==> config.mk <==
export PLATFORM = sky130hd
export DESIGN_NAME = gregorian_date_arithmetic
export DESIGN_NICKNAME = d
export VERILOG_FILES = /design/src/rtl/core/gda_pkg.sv /design/src/rtl/core/gregorian_date_arithmetic.sv /design/src/rtl/core/gda_ctrl.sv /design/src/rtl/core/gda_dpath.sv
export VERILOG_INCLUDE_DIRS = /design/src /design/src/rtl/core
export SDC_FILE = /design/constraint.sdc
export NUM_CORES = 1
export LEC_CHECK = 0
export ABC_AREA = 1
export ABC_CLOCK_PERIOD_IN_PS = 9410
export BUFFER_PORTS_ARGS = -buffer_cell sky130_fd_sc_hd__buf_4
export CORE_MARGIN = 4
export CORE_UTILIZATION = 38
export CTS_CLUSTER_SIZE = 28
export DETAILED_ROUTE_END_ITERATION = 8
export GPL_TIMING_DRIVEN = 0
export PLACE_DENSITY = 0.57
export SLEW_MARGIN = 20
export SYNTH_ARGS = -nofsm -noshare
export SYNTH_HDL_FRONTEND = slang
export SYNTH_SLANG_ARGS = --single-unit
==> constraint.sdc <==
create_clock -name clk_i -period 9.41 [get_ports clk_i]
set_clock_uncertainty 0.05 [all_clocks]
set_input_delay 0.941 -clock clk_i [delete_from_list [all_inputs] [get_ports clk_i]]
set_output_delay 0.941 -clock clk_i [all_outputs]
set_load 0.01 [all_outputs]
==> src/rtl/core/assert_macros.svh <==
// Assertion macros used by the top-level RTL file to check its own behavior.
`ifndef ASSERT_MACROS_SVH
`define ASSERT_MACROS_SVH

`ifndef ASSERT_OFF

// Same-cycle implication, disabled while reset is asserted.
`define ASSERT_IMPLY(lbl, clk, rstn, ante, cons) \
  lbl: assert property (@(posedge clk) disable iff (!rstn) (ante) |-> (cons)) \
    else $error("assertion failed");

// Next-cycle implication, disabled while reset is asserted.
`define ASSERT_NEXT(lbl, clk, rstn, ante, cons) \
  lbl: assert property (@(posedge clk) disable iff (!rstn) (ante) |=> (cons)) \
    else $error("assertion failed");

`else

`define ASSERT_IMPLY(lbl, clk, rstn, ante, cons)
`define ASSERT_NEXT(lbl, clk, rstn, ante, cons)

`endif

`endif

==> src/rtl/core/gda_pkg.sv <==
// Shared types, constants and calendar helpers for the date arithmetic block.
package gda_pkg;

  localparam int unsigned YEAR_W = 14;
  localparam int unsigned MON_W  = 4;
  localparam int unsigned DAY_W  = 5;
  localparam int unsigned OFF_W  = 17;
  localparam int unsigned DIFF_W = 23;
  localparam int unsigned YS_W   = 15;   // March-based year biased by 400
  localparam int unsigned SER_W  = 25;   // serial day number, signed
  localparam int unsigned DT_W   = 10;   // day-of-year term, signed

  localparam logic [YS_W-1:0] YEAR_BIAS  = 15'd400;
  localparam logic [YS_W-1:0] WALK_SPAN  = 15'd180;
  localparam logic signed [SER_W-1:0] SER_BIAS = 25'sd865565;
  localparam logic signed [SER_W-1:0] DIFF_MAX = 25'sd4194303;
  localparam logic signed [15:0] YEAR_MAX = 16'sd9999;

  typedef enum logic [1:0] {
    OP_ADD  = 2'd0,
    OP_SUB  = 2'd1,
    OP_DIFF = 2'd2,
    OP_NONE = 2'd3
  } op_e;

  typedef enum logic [1:0] {
    SRC_A  = 2'd0,
    SRC_B  = 2'd1,
    SRC_Y  = 2'd2,
    SRC_Y1 = 2'd3
  } src_e;

  typedef struct packed {
    logic load;      // capture a new request
    src_e src;       // year and day term fed to the serial unit
    logic civ1;      // serial unit, first half
    logic civ2;      // serial unit, second half
    logic save_a;    // keep serial of A
    logic diff;      // form the saturated difference
    logic shift;     // form target serial and walk start year
    logic set_base;  // keep current year start
    logic step_y;    // advance walk year
    logic doy;       // form day of year
    logic date;      // split day of year into month and day
    logic out_load;  // move result into the output register
  } gda_cmd_t;

  typedef struct packed {
    op_e  op;
    logic reached;   // target serial at or past the probed year start
    logic out_free;
  } gda_sts_t;

  // Days before each month of a March-based year (month 0 is March).
  function automatic logic [8:0] gda_cum_days(input logic [3:0] mp);
    logic [8:0] r;
    case (mp)
      4'd0:    r = 9'd0;
      4'd1:    r = 9'd31;
      4'd2:    r = 9'd61;
      4'd3:    r = 9'd92;
      4'd4:    r = 9'd122;
      4'd5:    r = 9'd153;
      4'd6:    r = 9'd184;
      4'd7:    r = 9'd214;
      4'd8:    r = 9'd245;
      4'd9:    r = 9'd275;
      4'd10:   r = 9'd306;
      4'd11:   r = 9'd337;
      default: r = 9'd0;
    endcase
    return r;
  endfunction

  // Day-of-year term of a date, with out-of-range months clamped to 1..12.
  function automatic logic signed [DT_W-1:0] gda_day_term(input logic [MON_W-1:0] month,
                                                          input logic [DAY_W-1:0] day);
    logic [3:0] mc;
    logic [3:0] mp;
    mc = (month < 4'd1) ? 4'd1 : ((month > 4'd12) ? 4'd12 : month);
    mp = (mc > 4'd2) ? (mc - 4'd3) : (mc + 4'd9);
    return $signed({1'b0, gda_cum_days(mp)}) + $signed({5'b0, day}) - 10'sd1;
  endfunction

  // March-based year plus the bias that keeps it non-negative.
  function automatic logic [YS_W-1:0] gda_shift_year(input logic [YEAR_W-1:0] year,
                                                     input logic [MON_W-1:0] month);
    return {1'b0, year} + YEAR_BIAS - {14'b0, (month <= 4'd2)};
  endfunction

endpackage

==> src/rtl/core/gregorian_date_arithmetic.sv <==
// Top level of the Gregorian date arithmetic block.
// Each request carries date A, date B, a signed day offset and an operation:
// add moves A forward by the offset, subtract moves it back, difference gives
// the signed day count from B to A (saturated to the 23-bit range), and the
// no-operation code returns zeros. Every result also compares A with B field
// by field. A shifted date outside years 0 to 9999 comes back as all zeros
// with out_of_range set; a difference with a year above 9999 sets the flag
// too. Dates are turned into serial day numbers by a unit whose first and
// second half each use one constant multiply; a shift then walks a
// March-based year upward from 180 years before A, probing one year start
// at a time, and splits the remaining day of year into month and day. One
// request is in work at a time; the next is taken once the current result
// sits in the output register, even if the consumer has not yet taken it.
`include "assert_macros.svh"

module gregorian_date_arithmetic (
  input  logic        clk_i,
  input  logic        rst_ni,
  input  logic        s_axis_tvalid_i,
  output logic        s_axis_tready_o,
  // year_a[13:0], month_a[17:14], day_a[22:18], year_b[36:23], month_b[40:37],
  // day_b[45:41], day_offset[62:46], zero pad [63]
  input  logic [63:0] s_axis_tdata_i,
  // operation[1:0]
  input  logic [1:0]  s_axis_tuser_i,
  output logic        m_axis_tvalid_o,
  input  logic        m_axis_tready_i,
  // result_year[13:0], result_month[17:14], result_day[22:18],
  // day_difference[45:23], a_greater[46], a_equal[47]
  output logic [47:0] m_axis_tdata_o,
  // out_of_range[0]
  output logic [0:0]  m_axis_tuser_o
);
  import gda_pkg::*;

  gda_cmd_t cmd;
  gda_sts_t sts;

  logic [YEAR_W-1:0]        result_year;
  logic [MON_W-1:0]         result_month;
  logic [DAY_W-1:0]         result_day;
  logic signed [DIFF_W-1:0] day_difference;
  logic                     a_greater, a_equal, out_of_range;

  gda_ctrl u_ctrl (
    .clk_i     (clk_i),
    .rst_ni    (rst_ni),
    .s_valid_i (s_axis_tvalid_i),
    .s_ready_o (s_axis_tready_o),
    .sts_i     (sts),
    .cmd_o     (cmd)
  );

  gda_dpath u_dpath (
    .clk_i            (clk_i),
    .rst_ni           (rst_ni),
    .cmd_i            (cmd),
    .sts_o            (sts),
    .operation_i      (s_axis_tuser_i),
    .year_a_i         (s_axis_tdata_i[13:0]),
    .month_a_i        (s_axis_tdata_i[17:14]),
    .day_a_i          (s_axis_tdata_i[22:18]),
    .year_b_i         (s_axis_tdata_i[36:23]),
    .month_b_i        (s_axis_tdata_i[40:37]),
    .day_b_i          (s_axis_tdata_i[45:41]),
    .day_offset_i     ($signed(s_axis_tdata_i[62:46])),
    .m_valid_o        (m_axis_tvalid_o),
    .m_ready_i        (m_axis_tready_i),
    .result_year_o    (result_year),
    .result_month_o   (result_month),
    .result_day_o     (result_day),
    .day_difference_o (day_difference),
    .a_greater_o      (a_greater),
    .a_equal_o        (a_equal),
    .out_of_range_o   (out_of_range)
  );

  // pack the result fields, lowest field first
  assign m_axis_tdata_o = {a_equal, a_greater, day_difference,
                           result_day, result_month, result_year};
  assign m_axis_tuser_o = out_of_range;

  // drop the input side to busy right after a request is taken
  `ASSERT_NEXT(a_busy_after_req, clk_i, rst_ni, s_axis_tvalid_i && s_axis_tready_o, !s_axis_tready_o)
  // hold date fields at zero on an out-of-range result
  `ASSERT_IMPLY(a_oor_zero_date, clk_i, rst_ni, m_axis_tvalid_o && m_axis_tuser_o[0], m_axis_tdata_o[22:0] == 23'd0)
  // never give a date and a day count in the same result
  `ASSERT_IMPLY(a_date_no_diff, clk_i, rst_ni, m_axis_tvalid_o && (m_axis_tdata_o[17:14] != 4'd0), m_axis_tdata_o[45:23] == 23'd0)
  // never flag A as both later than and equal to B
  `ASSERT_IMPLY(a_cmp_exclusive, clk_i, rst_ni, m_axis_tvalid_o, !(m_axis_tdata_o[46] && m_axis_tdata_o[47]))

endmodule

==> src/rtl/core/gda_ctrl.sv <==
// Sequencer that steps the date datapath through each request.
module gda_ctrl (
  input  logic              clk_i,
  input  logic              rst_ni,
  input  logic              s_valid_i,
  output logic              s_ready_o,
  input  gda_pkg::gda_sts_t sts_i,
  output gda_pkg::gda_cmd_t cmd_o
);
  import gda_pkg::*;

  localparam logic [3:0] ST_IDLE  = 4'd0;
  localparam logic [3:0] ST_SA1   = 4'd1;
  localparam logic [3:0] ST_SA2   = 4'd2;
  localparam logic [3:0] ST_SB1   = 4'd3;
  localparam logic [3:0] ST_SB2   = 4'd4;
  localparam logic [3:0] ST_DIFF  = 4'd5;
  localparam logic [3:0] ST_SHIFT = 4'd6;
  localparam logic [3:0] ST_ST1   = 4'd7;
  localparam logic [3:0] ST_ST2   = 4'd8;
  localparam logic [3:0] ST_BASE  = 4'd9;
  localparam logic [3:0] ST_NX1   = 4'd10;
  localparam logic [3:0] ST_NX2   = 4'd11;
  localparam logic [3:0] ST_CMP   = 4'd12;
  localparam logic [3:0] ST_DOY   = 4'd13;
  localparam logic [3:0] ST_DATE  = 4'd14;
  localparam logic [3:0] ST_FIN   = 4'd15;

  logic [3:0] state_q, state_d;

  always_ff @(posedge clk_i or negedge rst_ni) begin
    if (!rst_ni) begin
      state_q <= ST_IDLE;
    end else begin
      state_q <= state_d;
    end
  end

  assign s_ready_o = (state_q == ST_IDLE);

  always_comb begin
    state_d = state_q;
    cmd_o   = '0;
    cmd_o.src = SRC_A;
    case (state_q)
      ST_IDLE: begin
        if (s_valid_i) begin
          cmd_o.load = 1'b1;
          state_d    = ST_SA1;
        end
      end
      ST_SA1: begin
        cmd_o.src  = SRC_A;
        cmd_o.civ1 = 1'b1;
        state_d    = ST_SA2;
      end
      ST_SA2: begin
        cmd_o.src  = SRC_A;
        cmd_o.civ2 = 1'b1;
        case (sts_i.op)
          OP_ADD:  state_d = ST_SHIFT;
          OP_SUB:  state_d = ST_SHIFT;
          OP_DIFF: state_d = ST_SB1;
          default: state_d = ST_FIN;
        endcase
      end
      ST_SB1: begin
        cmd_o.src    = SRC_B;
        cmd_o.civ1   = 1'b1;
        cmd_o.save_a = 1'b1;
        state_d      = ST_SB2;
      end
      ST_SB2: begin
        cmd_o.src  = SRC_B;
        cmd_o.civ2 = 1'b1;
        state_d    = ST_DIFF;
      end
      ST_DIFF: begin
        cmd_o.diff = 1'b1;
        state_d    = ST_FIN;
      end
      ST_SHIFT: begin
        cmd_o.shift = 1'b1;
        state_d     = ST_ST1;
      end
      ST_ST1: begin
        cmd_o.src  = SRC_Y;
        cmd_o.civ1 = 1'b1;
        state_d    = ST_ST2;
      end
      ST_ST2: begin
        cmd_o.src  = SRC_Y;
        cmd_o.civ2 = 1'b1;
        state_d    = ST_BASE;
      end
      ST_BASE: begin
        cmd_o.set_base = 1'b1;
        state_d        = ST_NX1;
      end
      ST_NX1: begin
        cmd_o.src  = SRC_Y1;
        cmd_o.civ1 = 1'b1;
        state_d    = ST_NX2;
      end
      ST_NX2: begin
        cmd_o.src  = SRC_Y1;
        cmd_o.civ2 = 1'b1;
        state_d    = ST_CMP;
      end
      ST_CMP: begin
        // advance while the target lies in a later year
        if (sts_i.reached) begin
          cmd_o.set_base = 1'b1;
          cmd_o.step_y   = 1'b1;
          state_d        = ST_NX1;
        end else begin
          state_d = ST_DOY;
        end
      end
      ST_DOY: begin
        cmd_o.doy = 1'b1;
        state_d   = ST_DATE;
      end
      ST_DATE: begin
        cmd_o.date = 1'b1;
        state_d    = ST_FIN;
      end
      ST_FIN: begin
        if (sts_i.out_free) begin
          cmd_o.out_load = 1'b1;
          state_d        = ST_IDLE;
        end
      end
      default: begin
        state_d = ST_IDLE;
      end
    endcase
  end

endmodule

==> src/rtl/core/gda_dpath.sv <==
// Datapath: serial day unit, year walk, month split and result registers.
module gda_dpath (
  input  logic                                    clk_i,
  input  logic                                    rst_ni,
  input  gda_pkg::gda_cmd_t                       cmd_i,
  output gda_pkg::gda_sts_t                       sts_o,
  input  logic [1:0]                              operation_i,
  input  logic [gda_pkg::YEAR_W-1:0]              year_a_i,
  input  logic [gda_pkg::MON_W-1:0]               month_a_i,
  input  logic [gda_pkg::DAY_W-1:0]               day_a_i,
  input  logic [gda_pkg::YEAR_W-1:0]              year_b_i,
  input  logic [gda_pkg::MON_W-1:0]               month_b_i,
  input  logic [gda_pkg::DAY_W-1:0]               day_b_i,
  input  logic signed [gda_pkg::OFF_W-1:0]        day_offset_i,
  output logic                                    m_valid_o,
  input  logic                                    m_ready_i,
  output logic [gda_pkg::YEAR_W-1:0]              result_year_o,
  output logic [gda_pkg::MON_W-1:0]               result_month_o,
  output logic [gda_pkg::DAY_W-1:0]               result_day_o,
  output logic signed [gda_pkg::DIFF_W-1:0]       day_difference_o,
  output logic                                    a_greater_o,
  output logic                                    a_equal_o,
  output logic                                    out_of_range_o
);
  import gda_pkg::*;

  // request registers
  op_e                      op_q;
  logic [YS_W-1:0]          ya_s_q, yb_s_q;
  logic signed [DT_W-1:0]   dta_q, dtb_q;
  logic signed [OFF_W-1:0]  off_q;
  logic                     big_year_q, gt_q, eq_q;

  // serial unit and walk registers
  logic [7:0]               q100_q;
  logic signed [SER_W-1:0]  part_q, acc_q, sa_q, s_q, base_q;
  logic [YS_W-1:0]          y_q;
  logic [8:0]               doy_q;

  // result and output registers
  logic [YEAR_W-1:0]        res_year_q, out_year_q;
  logic [MON_W-1:0]         res_month_q, out_month_q;
  logic [DAY_W-1:0]         res_day_q, out_day_q;
  logic signed [DIFF_W-1:0] res_diff_q, out_diff_q;
  logic                     res_oor_q, out_oor_q, out_gt_q, out_eq_q;
  logic                     out_valid_q;

  logic [YS_W-1:0]          ysel;
  logic signed [DT_W-1:0]   dtsel;
  logic [27:0]              y5243;
  logic [23:0]              y365;
  logic signed [SER_W-1:0]  part_d, acc_d, off_x, diff_full, diff_sat, doy_full;
  logic [3:0]               mp;
  logic [8:0]               day_rem;
  logic signed [15:0]       yr;
  logic                     yr_oor;

  always_comb begin
    case (cmd_i.src)
      SRC_A:   ysel = ya_s_q;
      SRC_B:   ysel = yb_s_q;
      SRC_Y:   ysel = y_q;
      SRC_Y1:  ysel = y_q + 15'd1;
      default: ysel = y_q;
    endcase
    case (cmd_i.src)
      SRC_A:   dtsel = dta_q;
      SRC_B:   dtsel = dtb_q;
      default: dtsel = '0;
    endcase
  end

  // serial = 365Y + Y/4 - Y/100 + Y/400 + day term - bias, split over civ1 and civ2
  assign y5243  = 28'(ysel) * 28'd5243;
  assign y365   = 24'(ysel) * 24'd365;
  assign part_d = $signed(SER_W'(ysel[YS_W-1:2]))
                + $signed({{(SER_W-DT_W){dtsel[DT_W-1]}}, dtsel}) - SER_BIAS;
  assign acc_d  = part_q + $signed(SER_W'(y365)) - $signed(SER_W'(q100_q))
                + $signed(SER_W'(q100_q[7:2]));

  assign off_x     = {{(SER_W-OFF_W){off_q[OFF_W-1]}}, off_q};
  assign diff_full = sa_q - acc_q;
  assign diff_sat  = (diff_full > DIFF_MAX) ? DIFF_MAX :
                     ((diff_full < -DIFF_MAX) ? -DIFF_MAX : diff_full);
  assign doy_full  = s_q - base_q;

  always_comb begin
    mp = 4'd0;
    for (int i = 1; i < 12; i++) begin
      if (doy_q >= gda_cum_days(4'(i))) begin
        mp = 4'(i);
      end
    end
    day_rem = doy_q - gda_cum_days(mp) + 9'd1;
    yr      = $signed({1'b0, y_q}) - $signed({1'b0, YEAR_BIAS})
            + $signed({15'b0, (mp >= 4'd10)});
    yr_oor  = (yr < 16'sd0) || (yr > YEAR_MAX);
  end

  always_ff @(posedge clk_i) begin
    if (cmd_i.load) begin
      op_q       <= op_e'(operation_i);
      ya_s_q     <= gda_shift_year(year_a_i, month_a_i);
      yb_s_q     <= gda_shift_year(year_b_i, month_b_i);
      dta_q      <= gda_day_term(month_a_i, day_a_i);
      dtb_q      <= gda_day_term(month_b_i, day_b_i);
      off_q      <= day_offset_i;
      big_year_q <= (year_a_i > 14'd9999) || (year_b_i > 14'd9999);
      gt_q       <= {year_a_i, month_a_i, day_a_i} > {year_b_i, month_b_i, day_b_i};
      eq_q       <= {year_a_i, month_a_i, day_a_i} == {year_b_i, month_b_i, day_b_i};
      res_year_q  <= '0;
      res_month_q <= '0;
      res_day_q   <= '0;
      res_diff_q  <= '0;
      res_oor_q   <= 1'b0;
    end
    if (cmd_i.civ1) begin
      q100_q <= y5243[26:19];
      part_q <= part_d;
    end
    if (cmd_i.civ2) begin
      acc_q <= acc_d;
    end
    if (cmd_i.save_a) begin
      sa_q <= acc_q;
    end
    if (cmd_i.diff) begin
      res_diff_q <= diff_sat[DIFF_W-1:0];
      res_oor_q  <= big_year_q;
    end
    if (cmd_i.shift) begin
      s_q <= (op_q == OP_SUB) ? (acc_q - off_x) : (acc_q + off_x);
      y_q <= ya_s_q - WALK_SPAN;
    end
    if (cmd_i.set_base) begin
      base_q <= acc_q;
    end
    if (cmd_i.step_y) begin
      y_q <= y_q + 15'd1;
    end
    if (cmd_i.doy) begin
      doy_q <= doy_full[8:0];
    end
    if (cmd_i.date) begin
      res_oor_q   <= yr_oor;
      res_year_q  <= yr_oor ? '0 : yr[YEAR_W-1:0];
      res_month_q <= yr_oor ? '0 : ((mp < 4'd10) ? (mp + 4'd3) : (mp - 4'd9));
      res_day_q   <= yr_oor ? '0 : day_rem[DAY_W-1:0];
    end
    if (cmd_i.out_load) begin
      out_year_q  <= res_year_q;
      out_month_q <= res_month_q;
      out_day_q   <= res_day_q;
      out_diff_q  <= res_diff_q;
      out_oor_q   <= res_oor_q;
      out_gt_q    <= gt_q;
      out_eq_q    <= eq_q;
    end
  end

  always_ff @(posedge clk_i or negedge rst_ni) begin
    if (!rst_ni) begin
      out_valid_q <= 1'b0;
    end else if (cmd_i.out_load) begin
      out_valid_q <= 1'b1;
    end else if (m_ready_i) begin
      out_valid_q <= 1'b0;
    end
  end

  assign sts_o.op       = op_q;
  assign sts_o.reached  = (s_q >= acc_q);
  assign sts_o.out_free = !out_valid_q || m_ready_i;

  assign m_valid_o        = out_valid_q;
  assign result_year_o    = out_year_q;
  assign result_month_o   = out_month_q;
  assign result_day_o     = out_day_q;
  assign day_difference_o = out_diff_q;
  assign a_greater_o      = out_gt_q;
  assign a_equal_o        = out_eq_q;
  assign out_of_range_o   = out_oor_q;

endmodule

==> flow_metrics.tcl <==
set metrics [dict create \
    min_period_ps 8840 \
    mostFrequentLayoutCell "inv_1" \
    cts_max_path_buffers 3 \
    drv_slew 0 \
    place.gp.congestion 0.888 \
    crit_path_max_fanout 10 \
    first_pass_iters 5 \
    start_util 0.384 \
    layout_common_cells "inv_1, nand2_1, ha_1, edfxtp_1, nor2_1" \
    area_growth_pct 13.1 \
    dpl_cell_area_um2 30500 \
    drcViolationCount 0 \
    numCtsBuffers 39 \
    critical_path_class "register to register" \
    synthFlopType "edfxtp_1" \
    clock-sinks 306 \
    synth_edf_count 301 \
    arrival_ps 9090 \
    drive_above_1_share 0.0805 \
    cp_slowest_stage_delay_ps 810 \
    num-fill-cells 7208 \
    cts_tree "done" \
    vias 21200 \
    coreArea_um2 73200 \
    crit_top_cell "inv_1" \
    synth_top_area_frac 0.321 \
    grt_pass1_vias 21000 \
    die-area_um2 78500 \
    period_share 0.940 \
    relSlewSlack 0.182 \
    wl_per_cell_um 15.7 \
    multiInputGateArea_um2 16500 \
    hold_class "input port to async pin" \
    finalSetupTns_ps 0 \
    dieWidth_um 280 \
    hold_buffers 0 \
    synth_warnings 0 \
    ys_types 66 \
    viasPerCell 4.89 \
    seq_area_um2 9160 \
    dp_slack_ps 220 \
    clk_latency_ps 570 \
    seq_area_frac_synth 0.326 \
    grt_first_pass_wirelength_mm 109 \
    max_cap_viol_count 0 \
    worstPathRequired_ps 9660 \
    io_pins 121 \
    cts.clk_slew.worst_paths_ps 60 \
    start_kind "register" \
    synth.area.top_cells "edfxtp_1, ha_1, inv_1, fa_1, nand2_1" \
    htree_num_levels 2 \
    avgSynthCellArea_um2 8.86 \
    synth_top_area_cell "edfxtp_1" \
    die_h_um 280 \
    final_area_um2 31800 \
    dp_cells 4267 \
    drt-initial-drc-count 1073 \
    setup_slack_ps 567 \
    numPortBuffers 119 \
    worstMarginPinSlew_ps 1210 \
    async_reset_ff_frac 0.0163 \
    nets 3950 \
    setup_viol 0 \
    dp_hpwl_mm 57.3 \
    synthCells 3177 \
    grt_max_degree 29 \
    antenna_found_initial 0 \
    drtAntennaViolNets 0 \
    grt.overflow.total 0 \
    cts_root_buf "clkbuf_16" \
    grt_setup_unrepaired "no" \
    routed_wl_mm 68.2 \
    antennaDiodeCount 0 \
    grt.total_usage 0.173 \
    fmax_ghz 0.113 \
    endpoint_kind "register" \
    hold_viol 0 \
    netlist_area_um2 28100 \
    crit_slowest_cell "nor4_1" \
    rows 99 \
    ys_ff_latch 306 \
    instances_no_fill 4336 \
    status "complete, no violations" \
    cts_setup_buffers 0 \
]
critical path, delay by kind of cell, from the launching register on:
family	cells	cell delay, ps
AO/OA/AOI/OAI	6	1080
XOR/XNOR	3	570
adder cells (fa/ha/maj)	8	3120
buffers and inverters	9	1200
flip-flops	1	430
AND/OR/NAND/NOR	10	2120
final cells by class:
| class | instances | share of cell area |
|---|---|---|
| plain buffers | 26 | 0.00366 |
| clock inverters | 25 | 0.0103 |
| clock buffers | 44 | 0.0313 |
| flip-flops and latches | 306 | 0.288 |
| multi-input cells | 2190 | 0.518 |
| inverters | 658 | 0.0776 |
| repair buffers | 128 | 0.0334 |
| well taps | 959 | 0.0377 |
state kept, by name (all words and copies together) (netlist names), 5 cells and up:
| register | count |
|---|---|
| u_dpath.doy_q | 9 |
| u_dpath.dtb_q | 10 |
| u_dpath.base_q | 9 |
| u_dpath.sa_q | 25 |
| u_dpath.res_year_q | 14 |
| u_dpath.res_diff_q | 23 |
| u_dpath.q100_q | 8 |
| u_dpath.res_day_q | 5 |
| u_dpath.day_difference_o | 23 |
| u_dpath.y_q | 15 |
| u_dpath.part_q | 17 |
| u_dpath.off_q | 17 |
| u_dpath.yb_s_q | 15 |
| u_dpath.ya_s_q | 15 |
| u_dpath.s_q | 25 |
| u_dpath.result_year_o | 14 |
| u_dpath.acc_q | 25 |
| u_dpath.dta_q | 10 |
| u_dpath.result_day_o | 5 |
repair_timing:
action | CTS | global route
gates resized for setup | 0 | 7
endpoints found under the setup margin | 0 | 6
endpoints found under the hold margin | 0 | 0
final timing paths:
check | slack (ps) | from | cells after the start | to
hold reg to reg | 360 | u_dpath.res_year_q[10] | 0 | u_dpath.result_year_o[10]
setup reg to reg | 570 | u_ctrl.state_q[0] | 36 | u_dpath.acc_q[21]
setup / recovery | 570 | u_ctrl.state_q[0] | 36 | u_dpath.acc_q[21]
max in group asynchronous | 9050 | rst_ni | 1 | u_ctrl.state_q[0]
min in group clk_i | 360 | u_dpath.res_year_q[10] | 0 | u_dpath.result_year_o[10]
hold / removal | 130 | rst_ni | 1 | u_dpath.m_valid_o
through the flow:
step / utilization / hold slack (ps)
detailed placement: 0.416 / 355
global route: 0.435 / 101
floorplan: - / 350
finish: 0.435 / 134
global placement: 0.413 / 351
CTS: 0.434 / 94.8
logic make-up after synthesis:
| kind of cell | Yosys count | synth area share |
|---|---|---|
| AND/OR/NAND/NOR | 963 | 0.150 |
| AO/OA/AOI/OAI | 477 | 0.0988 |
| buffers and inverters | 684 | 0.0919 |
| XOR/XNOR | 215 | 0.0672 |
| other | 1 | 0.000133 |
| flip-flops | 306 | 0.326 |
| adder cells (fa/ha/maj) | 531 | 0.266 |
metal layers:
layer  wire (um)  GRT usage  vias up
met3        2570     0.0217       89
li1            -          -    10900
met4        1560     0.0446        0
met2       33700      0.313      382
met1       30500      0.220     9824
met5           0          0        -
Yosys cell counts, drive strengths merged, types with 25 or more instances:
cell and number:
a21oi 200, a31oi 25, edfxtp 301, fa 112, ha 419, inv 657
nand2 501, nand3 128, nand4 33, nor2 219, nor3 33, o21ai 126
xnor2 59, xor2 156
Power is left out: the tool's default activity adds up to more than one toggle a clock period on the data nets, which glitch-free logic cannot reach.
